[src/design/scheduled_link_loss_supervisor_core_defines.svh]
// Assertion macros used by the supervisor core RTL.
`ifndef SCHEDULED_LINK_LOSS_SUPERVISOR_CORE_DEFINES_SVH
`define SCHEDULED_LINK_LOSS_SUPERVISOR_CORE_DEFINES_SVH

`ifndef SYNTHESIS

// Checked at every edge, also while reset is high.
`define SLLS_ASSERT_ALWAYS(lbl, clk, prop) \
   lbl: assert property (@(posedge clk) prop) else $error("slls assertion failed");

// Checked only while reset is low.
`define SLLS_ASSERT_RUN(lbl, clk, rst, prop) \
   lbl: assert property (@(posedge clk) disable iff (rst) prop) \
      else $error("slls assertion failed");

`else

`define SLLS_ASSERT_ALWAYS(lbl, clk, prop)
`define SLLS_ASSERT_RUN(lbl, clk, rst, prop)

`endif

`endif

[src/design/slls_pkg.sv]
package slls_pkg;

   localparam int unsigned TimeWidth  = 64;
   localparam int unsigned CountWidth = 32;

   typedef logic [TimeWidth-1:0]  time_type;
   typedef logic [CountWidth-1:0] count_type;

   typedef enum logic [2:0] {
      PH_IDLE = 3'd0,
      PH_WARM = 3'd1,
      PH_LIVE = 3'd2,
      PH_LOST = 3'd3,
      PH_DONE = 3'd4
   } phase_type;

   typedef enum logic [1:0] {
      REG_START    = 2'd0,
      REG_DURATION = 2'd1,
      REG_WARM_UP  = 2'd2,
      REG_SILENCE  = 2'd3
   } reg_index_type;

   // Schedule as seen by the phase engine, with the derived times precomputed.
   typedef struct packed {
      logic     armed;
      time_type start_time;
      time_type warm_time;
      time_type end_time;
      time_type silence_limit;
   } sched_type;

   typedef struct packed {
      time_type now_time;
      logic     link_healthy;
      time_type last_packet_time;
   } tick_type;

   typedef struct packed {
      phase_type phase;
      logic      phase_changed;
      logic      prepare_pulse;
      logic      release_pulse;
      logic      prepared;
      count_type losses;
      count_type recoveries;
      time_type  loss_time;
   } result_type;

endpackage

[src/design/scheduled_link_loss_supervisor_core.sv]
// Scheduled link-loss supervisor.
// Ticks arrive on the req_ channel (valid/ready): current time, link health
// and the time of the last packet. Each tick yields exactly one result on the
// rsp_ channel: phase, change and prepare/release pulses, the prepared flag,
// loss and recovery counts and the time of the latest loss.
// Schedule registers are written through csr_; the user must write them only
// while no tick is in flight (the block does not enforce it); the derived
// warm-up and finish times are registered from the stored values. A tick
// passes the input register, where the phase engine evaluates it against the
// state, and then the result register. Throughput is one tick per cycle while
// the receiver keeps up, set by the phase update (64-bit compares and subtract
// on the input register). When the receiver stalls, the result register holds
// its transfer and the input register one more tick; req_ready drops only when
// both are full. Reset clears both stages, the phase state (idle, not prepared,
// counters and loss time zero) and the schedule registers to their defaults.
`include "scheduled_link_loss_supervisor_core_defines.svh"

module scheduled_link_loss_supervisor_core
   import slls_pkg::*;
(
   input  logic        clock,
   input  logic        reset,

   input  logic        req_valid,
   output logic        req_ready,
   input  logic [63:0] req_now_time,
   input  logic        req_link_healthy,
   input  logic [63:0] req_last_packet_time,

   output logic        rsp_valid,
   input  logic        rsp_ready,
   output logic [2:0]  rsp_phase,
   output logic        rsp_phase_changed,
   output logic        rsp_prepare_pulse,
   output logic        rsp_release_pulse,
   output logic        rsp_prepared,
   output logic [31:0] rsp_losses,
   output logic [31:0] rsp_recoveries,
   output logic [63:0] rsp_loss_time,

   input  logic        csr_write_enable,
   input  logic [1:0]  csr_index,
   input  logic [63:0] csr_write_data
);

   sched_type  sched;
   tick_type   tick_ff, tick_in;
   logic       tick_valid_ff, tick_valid_in;
   result_type result;
   result_type rsp_ff;
   logic       rsp_valid_ff, rsp_valid_in;
   logic       advance;

   slls_cfg u_cfg (
      .clock            (clock),
      .reset            (reset),
      .csr_write_enable (csr_write_enable),
      .csr_index        (reg_index_type'(csr_index)),
      .csr_write_data   (csr_write_data),
      .sched            (sched)
   );

   // A tick moves into the result register when that register is free or
   // being drained in the same cycle.
   assign advance   = tick_valid_ff && (!rsp_valid_ff || rsp_ready);
   assign req_ready = !tick_valid_ff || advance;

   assign tick_in.now_time         = req_now_time;
   assign tick_in.link_healthy     = req_link_healthy;
   assign tick_in.last_packet_time = req_last_packet_time;

   assign tick_valid_in = (req_valid && req_ready) || (tick_valid_ff && !advance);
   assign rsp_valid_in  = advance || (rsp_valid_ff && !rsp_ready);

   slls_engine u_engine (
      .clock  (clock),
      .reset  (reset),
      .step   (advance),
      .sched  (sched),
      .tick   (tick_ff),
      .result (result)
   );

   always_ff @(posedge clock) begin
      if (reset) begin
         tick_valid_ff <= 1'b0;
         rsp_valid_ff  <= 1'b0;
      end else begin
         tick_valid_ff <= tick_valid_in;
         rsp_valid_ff  <= rsp_valid_in;
      end
   end

   always_ff @(posedge clock) begin
      if (req_valid && req_ready) begin
         tick_ff <= tick_in;
      end
      if (advance) begin
         rsp_ff <= result;
      end
   end

   assign rsp_valid         = rsp_valid_ff;
   assign rsp_phase         = rsp_ff.phase;
   assign rsp_phase_changed = rsp_ff.phase_changed;
   assign rsp_prepare_pulse = rsp_ff.prepare_pulse;
   assign rsp_release_pulse = rsp_ff.release_pulse;
   assign rsp_prepared      = rsp_ff.prepared;
   assign rsp_losses        = rsp_ff.losses;
   assign rsp_recoveries    = rsp_ff.recoveries;
   assign rsp_loss_time     = rsp_ff.loss_time;

   // Input is refused only while both stages hold a tick.
   `SLLS_ASSERT_ALWAYS(a_ready_full, clock, !req_ready |-> (tick_valid_ff && rsp_valid_ff))
   // A release only happens on the finishing tick and leaves the input unprepared.
   `SLLS_ASSERT_RUN(a_release_done, clock, reset, (rsp_valid_ff && rsp_ff.release_pulse) |-> (rsp_ff.phase == PH_DONE && !rsp_ff.prepared && rsp_ff.phase_changed))
   // A prepare request comes only with the move into warm-up.
   `SLLS_ASSERT_RUN(a_prepare_warm, clock, reset, (rsp_valid_ff && rsp_ff.prepare_pulse) |-> (rsp_ff.phase == PH_WARM && rsp_ff.prepared && rsp_ff.phase_changed))
   // A held tick is not lost while the result side stalls.
   `SLLS_ASSERT_RUN(a_tick_held, clock, reset, (tick_valid_ff && !advance) |=> (tick_valid_ff && $stable(tick_ff)))

endmodule

[src/design/slls_cfg.sv]
module slls_cfg
   import slls_pkg::*;
(
   input  logic          clock,
   input  logic          reset,
   input  logic          csr_write_enable,
   input  reg_index_type csr_index,
   input  time_type      csr_write_data,
   output sched_type     sched
);

   time_type start_ff, start_in;
   time_type duration_ff, duration_in;
   time_type lead_ff, lead_in;
   time_type silence_ff, silence_in;
   time_type warm_ff, warm_in;
   time_type end_ff, end_in;
   logic     armed_ff, armed_in;
   logic [TimeWidth:0] end_sum;

   always_comb begin
      start_in   = start_ff;
      duration_in = duration_ff;
      lead_in    = lead_ff;
      silence_in = silence_ff;
      if (csr_write_enable) begin
         case (csr_index)
            REG_START:    start_in    = csr_write_data;
            REG_DURATION: duration_in = csr_write_data;
            REG_WARM_UP:  lead_in     = csr_write_data;
            REG_SILENCE:  silence_in  = csr_write_data;
            default:      start_in    = start_ff;
         endcase
      end
   end

   // The derived times are registered from the stored schedule values.
   assign end_sum  = {1'b0, start_ff} + {1'b0, duration_ff};
   assign end_in   = end_sum[TimeWidth] ? {TimeWidth{1'b1}} : end_sum[TimeWidth-1:0];
   assign warm_in  = (start_ff > lead_ff) ? (start_ff - lead_ff) : '0;
   assign armed_in = (start_ff != '0);

   always_ff @(posedge clock) begin
      if (reset) begin
         start_ff    <= '0;
         duration_ff <= time_type'(1);
         lead_ff     <= '0;
         silence_ff  <= '0;
         warm_ff     <= '0;
         end_ff      <= time_type'(1);
         armed_ff    <= 1'b0;
      end else begin
         start_ff    <= start_in;
         duration_ff <= duration_in;
         lead_ff     <= lead_in;
         silence_ff  <= silence_in;
         warm_ff     <= warm_in;
         end_ff      <= end_in;
         armed_ff    <= armed_in;
      end
   end

   assign sched.armed         = armed_ff;
   assign sched.start_time    = start_ff;
   assign sched.warm_time     = warm_ff;
   assign sched.end_time      = end_ff;
   assign sched.silence_limit = silence_ff;

endmodule

[src/design/slls_engine.sv]
module slls_engine
   import slls_pkg::*;
(
   input  logic       clock,
   input  logic       reset,
   input  logic       step,
   input  sched_type  sched,
   input  tick_type   tick,
   output result_type result
);

   phase_type phase_ff, phase_in;
   logic      prepared_ff, prepared_in;
   count_type losses_ff, losses_in;
   count_type recoveries_ff, recoveries_in;
   time_type  loss_time_ff, loss_time_in;

   logic active;
   logic past_end;
   logic silent;
   logic prepare_pulse;
   logic release_pulse;
   logic note_loss;
   logic note_recovery;

   assign active   = sched.armed && (phase_ff != PH_DONE);
   assign past_end = (tick.now_time >= sched.end_time);

   // A packet stamp ahead of the tick time does not count as silence.
   assign silent = (tick.last_packet_time == '0) ||
                   ((tick.now_time > tick.last_packet_time) &&
                    ((tick.now_time - tick.last_packet_time) > sched.silence_limit));

   // Next phase.
   always_comb begin
      phase_in = phase_ff;
      if (active) begin
         if (past_end) begin
            phase_in = PH_DONE;
         end else begin
            case (phase_ff)
               PH_IDLE: if (tick.now_time >= sched.warm_time) phase_in = PH_WARM;
               PH_WARM: begin
                  if (tick.now_time >= sched.start_time) begin
                     phase_in = tick.link_healthy ? PH_LIVE : PH_LOST;
                  end
               end
               PH_LIVE: if (silent || !tick.link_healthy) phase_in = PH_LOST;
               PH_LOST: if (tick.link_healthy) phase_in = PH_LIVE;
               default: phase_in = phase_ff;
            endcase
         end
      end
   end

   // Flags, pulses and counters.
   always_comb begin
      prepare_pulse = 1'b0;
      release_pulse = 1'b0;
      note_loss     = 1'b0;
      note_recovery = 1'b0;
      prepared_in   = prepared_ff;
      if (active) begin
         if (past_end) begin
            release_pulse = prepared_ff;
            prepared_in   = 1'b0;
         end else begin
            case (phase_ff)
               PH_IDLE: begin
                  if (tick.now_time >= sched.warm_time) begin
                     prepare_pulse = !prepared_ff;
                     prepared_in   = 1'b1;
                  end
               end
               PH_WARM: begin
                  note_loss = (tick.now_time >= sched.start_time) && !tick.link_healthy;
               end
               PH_LIVE:  note_loss     = silent || !tick.link_healthy;
               PH_LOST:  note_recovery = tick.link_healthy;
               default:  note_loss     = 1'b0;
            endcase
         end
      end
      losses_in     = note_loss ? losses_ff + count_type'(1) : losses_ff;
      loss_time_in  = note_loss ? tick.now_time : loss_time_ff;
      recoveries_in = note_recovery ? recoveries_ff + count_type'(1) : recoveries_ff;
   end

   always_ff @(posedge clock) begin
      if (reset) begin
         phase_ff      <= PH_IDLE;
         prepared_ff   <= 1'b0;
         losses_ff     <= '0;
         recoveries_ff <= '0;
         loss_time_ff  <= '0;
      end else if (step) begin
         phase_ff      <= phase_in;
         prepared_ff   <= prepared_in;
         losses_ff     <= losses_in;
         recoveries_ff <= recoveries_in;
         loss_time_ff  <= loss_time_in;
      end
   end

   assign result.phase         = phase_in;
   assign result.phase_changed = (phase_in != phase_ff);
   assign result.prepare_pulse = prepare_pulse;
   assign result.release_pulse = release_pulse;
   assign result.prepared      = prepared_in;
   assign result.losses        = losses_in;
   assign result.recoveries    = recoveries_in;
   assign result.loss_time     = loss_time_in;

endmodule
[config.mk]
export PLATFORM = sky130hd
export DESIGN_NAME = scheduled_link_loss_supervisor_core
export DESIGN_NICKNAME = d
export VERILOG_FILES = /design/src/design/slls_pkg.sv /design/src/design/scheduled_link_loss_supervisor_core.sv /design/src/design/slls_cfg.sv /design/src/design/slls_engine.sv
export VERILOG_INCLUDE_DIRS = /design/src /design/src/design
export SDC_FILE = /design/constraint.sdc
export NUM_CORES = 2
export LEC_CHECK = 0
export ABC_AREA = 1
export BUFFER_PORTS_ARGS = -buffer_cell sky130_fd_sc_hd__buf_2
export CELL_PAD_IN_SITES_DETAIL_PLACEMENT = 1
export CELL_PAD_IN_SITES_GLOBAL_PLACEMENT = 2
export CORE_AREA = 2 2 352 354
export CTS_BUF_LIST = sky130_fd_sc_hd__clkbuf_4
export DETAILED_ROUTE_END_ITERATION = 10
export DIE_AREA = 0 0 354 356
export GPL_ROUTABILITY_DRIVEN = 0
export HOLD_SLACK_MARGIN = 0.06
export PLACE_DENSITY_LB_ADDON = 0.3
export SYNTH_ARGS = -nofsm -noshare
export SYNTH_HDL_FRONTEND = slang
export SYNTH_SLANG_ARGS = --single-unit
[constraint.sdc]
create_clock -name clock -period 9.8 [get_ports clock]
set_clock_uncertainty 0.1 [all_clocks]
set_input_delay 0.98 -clock clock [delete_from_list [all_inputs] [get_ports clock]]
set_output_delay 0.98 -clock clock [all_outputs]
set_load 0.01 [all_outputs]
# --- Word-level counts from Yosys, hierarchy flattened ---
# Index checks and enable logic that the tools add are counted.
totals:
  ff_bits: 783
  word_cells: 102
  out_inout_bits: 137
op_classes:
  mux: 22
  n_addsub: 5
  n_eq_ne: 8
  bitwise_logic: 4
  n_reduce_logical: 31
  magnitude_cmp: 6
op_table:
  columns: ["cell", "n"]
  rows:
  - ["64-bit greater-or-equal comparator", 3]
  - ["64-bit > comparator", 3]
  - ["64-bit 2-to-1 mux", 2]
  - ["64-bit subtractor", 2]
  - ["64-bit by 64-bit adder with 65-bit output", 1]
  - ["32-bit by 1-bit adder with 32-bit output (second input constant)", 2]
  - ["64-bit zero test", 1]
  - ["32-bit 2-to-1 mux", 2]
  - ["64-bit nonzero test", 1]
  - ["3-bit 2-to-1 mux", 6]
  - ["3-bit case mux with 4 select lines", 1]
  - ["1-bit 2-to-1 mux", 10]
  - ["2-bit AND reduction", 5]
  - ["1-bit logical AND", 7]
  - ["3-bit by 2-bit == test with 1-bit output (second input constant)", 2]
  - ["1-bit zero test", 6]
  - ["1-bit logical OR", 6]
  - ["2-bit == test (second input constant)", 2]
  - ["1-bit NOT", 4]
  - ["2-bit OR reduction", 2]
  - ["4-bit OR reduction", 1]
  - ["3-bit by 1-bit == test with 1-bit output (second input constant)", 1]
  - ["3-bit zero test", 1]
  - ["3-bit != test", 1]
  - ["other kinds (4)", 4]

# --- Logic depth before layout (Yosys ltp) ---
depth:
  ltp_word: 10
  mapped_depth: 37
  ltp_nobuf: 35

# --- Modules after synthesis ---
# Synthesis repeated with hierarchy kept, for this count alone.
hier_totals:
  cells_unflattened: 7631
  hier_area_um2: 52101.2
by_module_without_submodules:
  columns: ["module", "cells_each", "seq_area_each_um2", "instances", "area_each_um2"]
  rows:
  - ["slls_cfg", 3922, 7707.4, 1, 23986.8]
  - ["slls_engine", 3433, 2642.5, 1, 20095.5]
  - ["scheduled_link_loss_supervisor_core", 276, 7967.6, 1, 8018.9]

# --- Worst setup path before layout ---
# OpenSTA, ideal clock, no wires.
synth_timing:
  path_type: "input to register"
  startpoint: "input rsp_ready"
  endpoint: "register rsp_ff, in the netlist rsp_loss_time[0] (enable)"
  t_arrival_ps: 5521
  path_stages: 6
  slack_ps: 3627
  cell_sequence: "inv_1 nand2_1 nand2_1 inv_2 clkbuf_1 clkbuf_1"
synth_via:
  elab_chain_len: 2
synth_rtl:
  columns: ["element", "line_no", "rtl"]
  rows:
  - ["start: declaration", "scheduled_link_loss_supervisor_core.sv:31", "input logic rsp_ready,"]
  - ["1-bit logical OR", "scheduled_link_loss_supervisor_core.sv:65", "assign advance = tick_valid_ff && (!rsp_valid_ff || rsp_ready);"]
  - ["1-bit logical AND", "scheduled_link_loss_supervisor_core.sv:65", null]
  - ["via advance", "scheduled_link_loss_supervisor_core.sv:52", "logic advance;"]
  - ["end signal: assignment", "scheduled_link_loss_supervisor_core.sv:99", "rsp_ff <= result;"]
  - ["end: declaration", "scheduled_link_loss_supervisor_core.sv:50", "result_type rsp_ff;"]
# The timed path passes the listed nets, and every way through them passes these cells.
# A chain may end at the register's enable or synchronous reset.

# --- Final worst setup path ---
layout_timing:
  startpoint: "register tick_ff[65] (netlist bit)"
  endpoint: "register u_engine.loss_time_ff[46]"
layout_via:
  elab_chain_len: 9
  word_cells_on_any_way: 13
layout_rtl:
  columns: ["element", "line_no", "rtl"]
  rows:
  - ["start: declaration", "scheduled_link_loss_supervisor_core.sv:47", "tick_type tick_ff, tick_in;"]
  - ["start signal: assignment", "scheduled_link_loss_supervisor_core.sv:96", "tick_ff <= tick_in;"]
  - ["64-bit subtractor", "slls_engine.sv:32", "((tick.now_time - tick.last_packet_time) > sched.silence_limit));"]
  - ["64-bit > comparator", "slls_engine.sv:32", null]
  - ["1-bit logical AND", "slls_engine.sv:31", "((tick.now_time > tick.last_packet_time) &&"]
  - ["1-bit logical OR", "slls_engine.sv:30", "assign silent = (tick.last_packet_time == '0) ||"]
  - ["1-bit logical OR", "slls_engine.sv:78", "PH_LIVE: note_loss = silent || !tick.link_healthy;"]
  - ["1-bit case mux with 2 select lines", "slls_engine.sv:68", "case (phase_ff)"]
  - ["1-bit 2-to-1 mux *", "slls_engine.sv:64", "if (past_end) begin"]
  - ["1-bit 2-to-1 mux *", "slls_engine.sv:63", "if (active) begin"]
  - ["64-bit 2-to-1 mux *", "slls_engine.sv:85", "loss_time_in = note_loss ? tick.now_time : loss_time_ff;"]
  - ["end signal: assignment", "slls_engine.sv:101", "loss_time_ff <= loss_time_in;"]
  - ["end: declaration", "slls_engine.sv:16", "time_type loss_time_ff, loss_time_in;"]
# Mark *: on every way between the ends. The rest lies on a longest branch, timed or not.

==> results.yml <==
power:
  pwr-share-seq: 0.412
  p_sw_w: 0.00318
  cellPowerDensity_mw_per_mm2: 161
  clock_power_share: 0.341
  vdd_ir_drop_max_uv: 136
  pwr-share-comb: 0.247
  leakage_nw: 26.4
  swShare: 0.349
  intPower_w: 0.00594
global_routing:
  grt.total_usage: 0.301
  grt_pass1_wl_um: 290000
  grt-ovfl-total: 0
  antenna_found_initial: 23
  grt_max_degree: 198
  first_global_vias: 49000
clock_network:
  cts_resized: 0
  cts_tree: "done"
  cts_buffer_depth: 3
  cts_sinks: 783
  cts_hold_buffers: 198
  cts_root_buf: "clkbuf_4"
  postCtsSetupBuffers: 0
  clk_latency_ps: 1270
  cts_made_buffers: 214
  path_clk_slew_ps: 70
  cts_htree_levels: 4
timing:
  min_period_ps: 7070
  totalNegativeSetupSlack_ps: 0
  hold_viol_final: 0
  post-route-period-util: 0.721
  maxSlewHeadroom: 0.270
  fmax_ghz: 0.141
  rsz0062_at_grt: "false"
  tightest_slew_ps: 1080
  setup_viol: 0
  report.final.slew_viol_count: 0
  setup_ws_ps: 2730
finish:
  syn_to_final_growth_pct: 16.8
  mostFrequentLayoutCell: "nand2_1"
  drive_gt1_frac: 0.110
  stdcell_area_mm2: 0.0566
  utilization: 0.462
  mostFrequentLayoutCells: "nand2_1, inv_1, nor2_1, a21oi_1, dfxtp_1"
  nNetsFinal: 7834
  layout.cells.non_filler: 9020
worst_setup_path:
  crit_top_cell: "nand2_1"
  crit_type: "register to register"
  crit_arrival_ps: 8100
  cp-end-kind: "register"
  r2r-end: "u_engine.loss_time_ff[46]"
  reg2reg_depth: 34
  cp-start-kind: "register"
  crit_path_start: "tick_ff[65]"
  cp.required_ps: 10830
  path_max_fanout: 55
  cp_slowest_cell: "nand2_4"
  slowest_delay_ps: 710
  crit_end: "u_engine.loss_time_ff[46]"
  r2r-start: "tick_ff[65]"
  ff2ff_setup_slack_ps: 2730
detailed_routing:
  wire_per_inst_um: 21.5
  postRouteAntennaNets: 0
  drt_pre_antenna_iters: 5
  routed_via_density: 5.32
  drc: 0
  num_vias: 48000
  routed_wl_um: 194000
  drtIter0Drc: 3359
floorplanning:
  dieArea_mm2: 0.126
  io_pins: 337
  rows: 129
  chipWidth_um: 354
  core_mm2: 0.123
  fp.dieH_um: 356
  initial_core_util: 0.395
yosys:
  yosys.cell_types.count: 58
  synthCells: 6576
  ys_seq_area_frac: 0.378
  synth_edf_count: 264
  yosys_warnings: 0
  syn-cell-area_mm2: 0.0485
  synth_ff_type: "dfxtp_1"
  syn_avg_cell_area_um2: 7.37
  ys_ff_latch: 783
  synthArstFlopShare: 0
  synth_fp_nets: 7229
placement:
  port_buffers: 336
  dp_slack_ps: 2820
  dpl.hpwl_um: 148000
  placedCellCount: 8404
  place_area_mm2: 0.0518
hold_path:
  hold_class: "input pin to register"
  worstHoldPathCells: 3
run:
  cap_violations: 0
status:
  status: "completed"
## critical path, delay by kind of cell (launching register included)
| kind | cells | cell delay, ps |
|---|---|---|
| buffers and inverters | 4 | 910 |
| adders and majority gates | 3 | 880 |
| DFF | 1 | 390 |
| AOI/OAI and AO/OA | 6 | 1520 |
| and+or+nand+nor | 20 | 2890 |
| xor gates and xnor gates | 1 | 160 |
## worst min-delay path by stage
stage	startpoint	to	slack, ps
2_1_floorplan	u_cfg.silence_ff[0]	u_cfg.silence_ff[0]	330
3_3_place_gp	u_cfg.lead_ff[8]	u_cfg.lead_ff[8]	340
3_5_place_dp	u_cfg.duration_ff[0]	u_cfg.duration_ff[0]	350
4_1_cts	csr_index[1]	u_cfg.silence_ff[3]	130
5_1_grt	csr_index[1]	u_cfg.silence_ff[0]	230
6_report	csr_index[1]	u_cfg.silence_ff[1]	250
## cell usage after synthesis (32+ instances only)
cell,number,area [um2]
o21ai_1,32,160
xor2_1,128,1120
nand4_1,88,551
nor2_1,801,3010
clkbuf_1,137,514
a31oi_1,60,375
a21o_1,33,248
nand2_1,1107,4160
ha_1,450,5630
a21oi_1,690,3450
nand3_1,312,1560
xnor2_1,67,587
dfxtp_1,519,10400
nor3_1,67,335
nor4_1,41,257
inv_1,1022,3840
o21ai_0,481,2410
o21a_1,40,300
edfxtp_1,264,7930
nand2_2,46,288
## stage by stage
stage	total power, W	hold WS, ps
2_1_floorplan	0.00519	328
3_3_place_gp	0.00589	345
3_5_place_dp	0.00595	351
4_1_cts	0.00913	133
5_1_grt	0.00963	226
6_report	0.00912	250
## flip-flops by register name (all words and copies together) (netlist names), 3 cells and up
signal	flops
rsp_loss_time	64
rsp_losses	32
rsp_phase	3
rsp_recoveries	32
tick_ff	129
u_cfg.duration_ff	64
u_cfg.end_ff	64
u_cfg.lead_ff	64
u_cfg.silence_ff	64
u_cfg.start_ff	64
u_cfg.warm_ff	64
u_engine.loss_time_ff	64
u_engine.losses_ff	32
u_engine.phase_ff	3
u_engine.recoveries_ff	32
## power groups by stage
| stage | combinational, W | clock [W] | sequential, W |
|---|---|---|---|
| 3_3_place_gp | 0.00208 | 0 | 0.00381 |
| 6_report | 0.00226 | 0.00311 | 0.00375 |
| 2_1_floorplan | 0.00142 | 0 | 0.00377 |
| 5_1_grt | 0.00251 | 0.00336 | 0.00377 |
| 3_5_place_dp | 0.00213 | 0 | 0.00382 |
| 4_1_cts | 0.00221 | 0.00317 | 0.00375 |
## layer usage
metal,vias up,part of all wire,GRT usage
met5,-,0.00011,0
li1,23100,-,-
met1,23200,0.45,0.397
met2,1333,0.45,0.490
met3,413,0.051,0.0428
met4,4,0.045,0.138
## layout make-up
| class | count | area (um2) |
|---|---|---|
| antenna | 23 | 57.6 |
| clock buffer | 321 | 2410 |
| clock inverter | 74 | 400 |
| fill | 15600 | 66000 |
| inverter | 1030 | 3880 |
| multi-input combinational | 4582 | 25600 |
| sequential | 783 | 18300 |
| tap | 1637 | 2050 |
| timing repair buffer | 570 | 3950 |
## cells by family after synthesis
logic type               share of synthesized area
flip-flops                                   0.378
adder cells (fa/ha/maj)                      0.117
AND/OR/NAND/NOR                              0.216
buffers and inverters                       0.0959
XOR/XNOR                                    0.0352
AO/OA/AOI/OAI                                0.157
No activity file was read; power rests on OpenSTA's default activity.
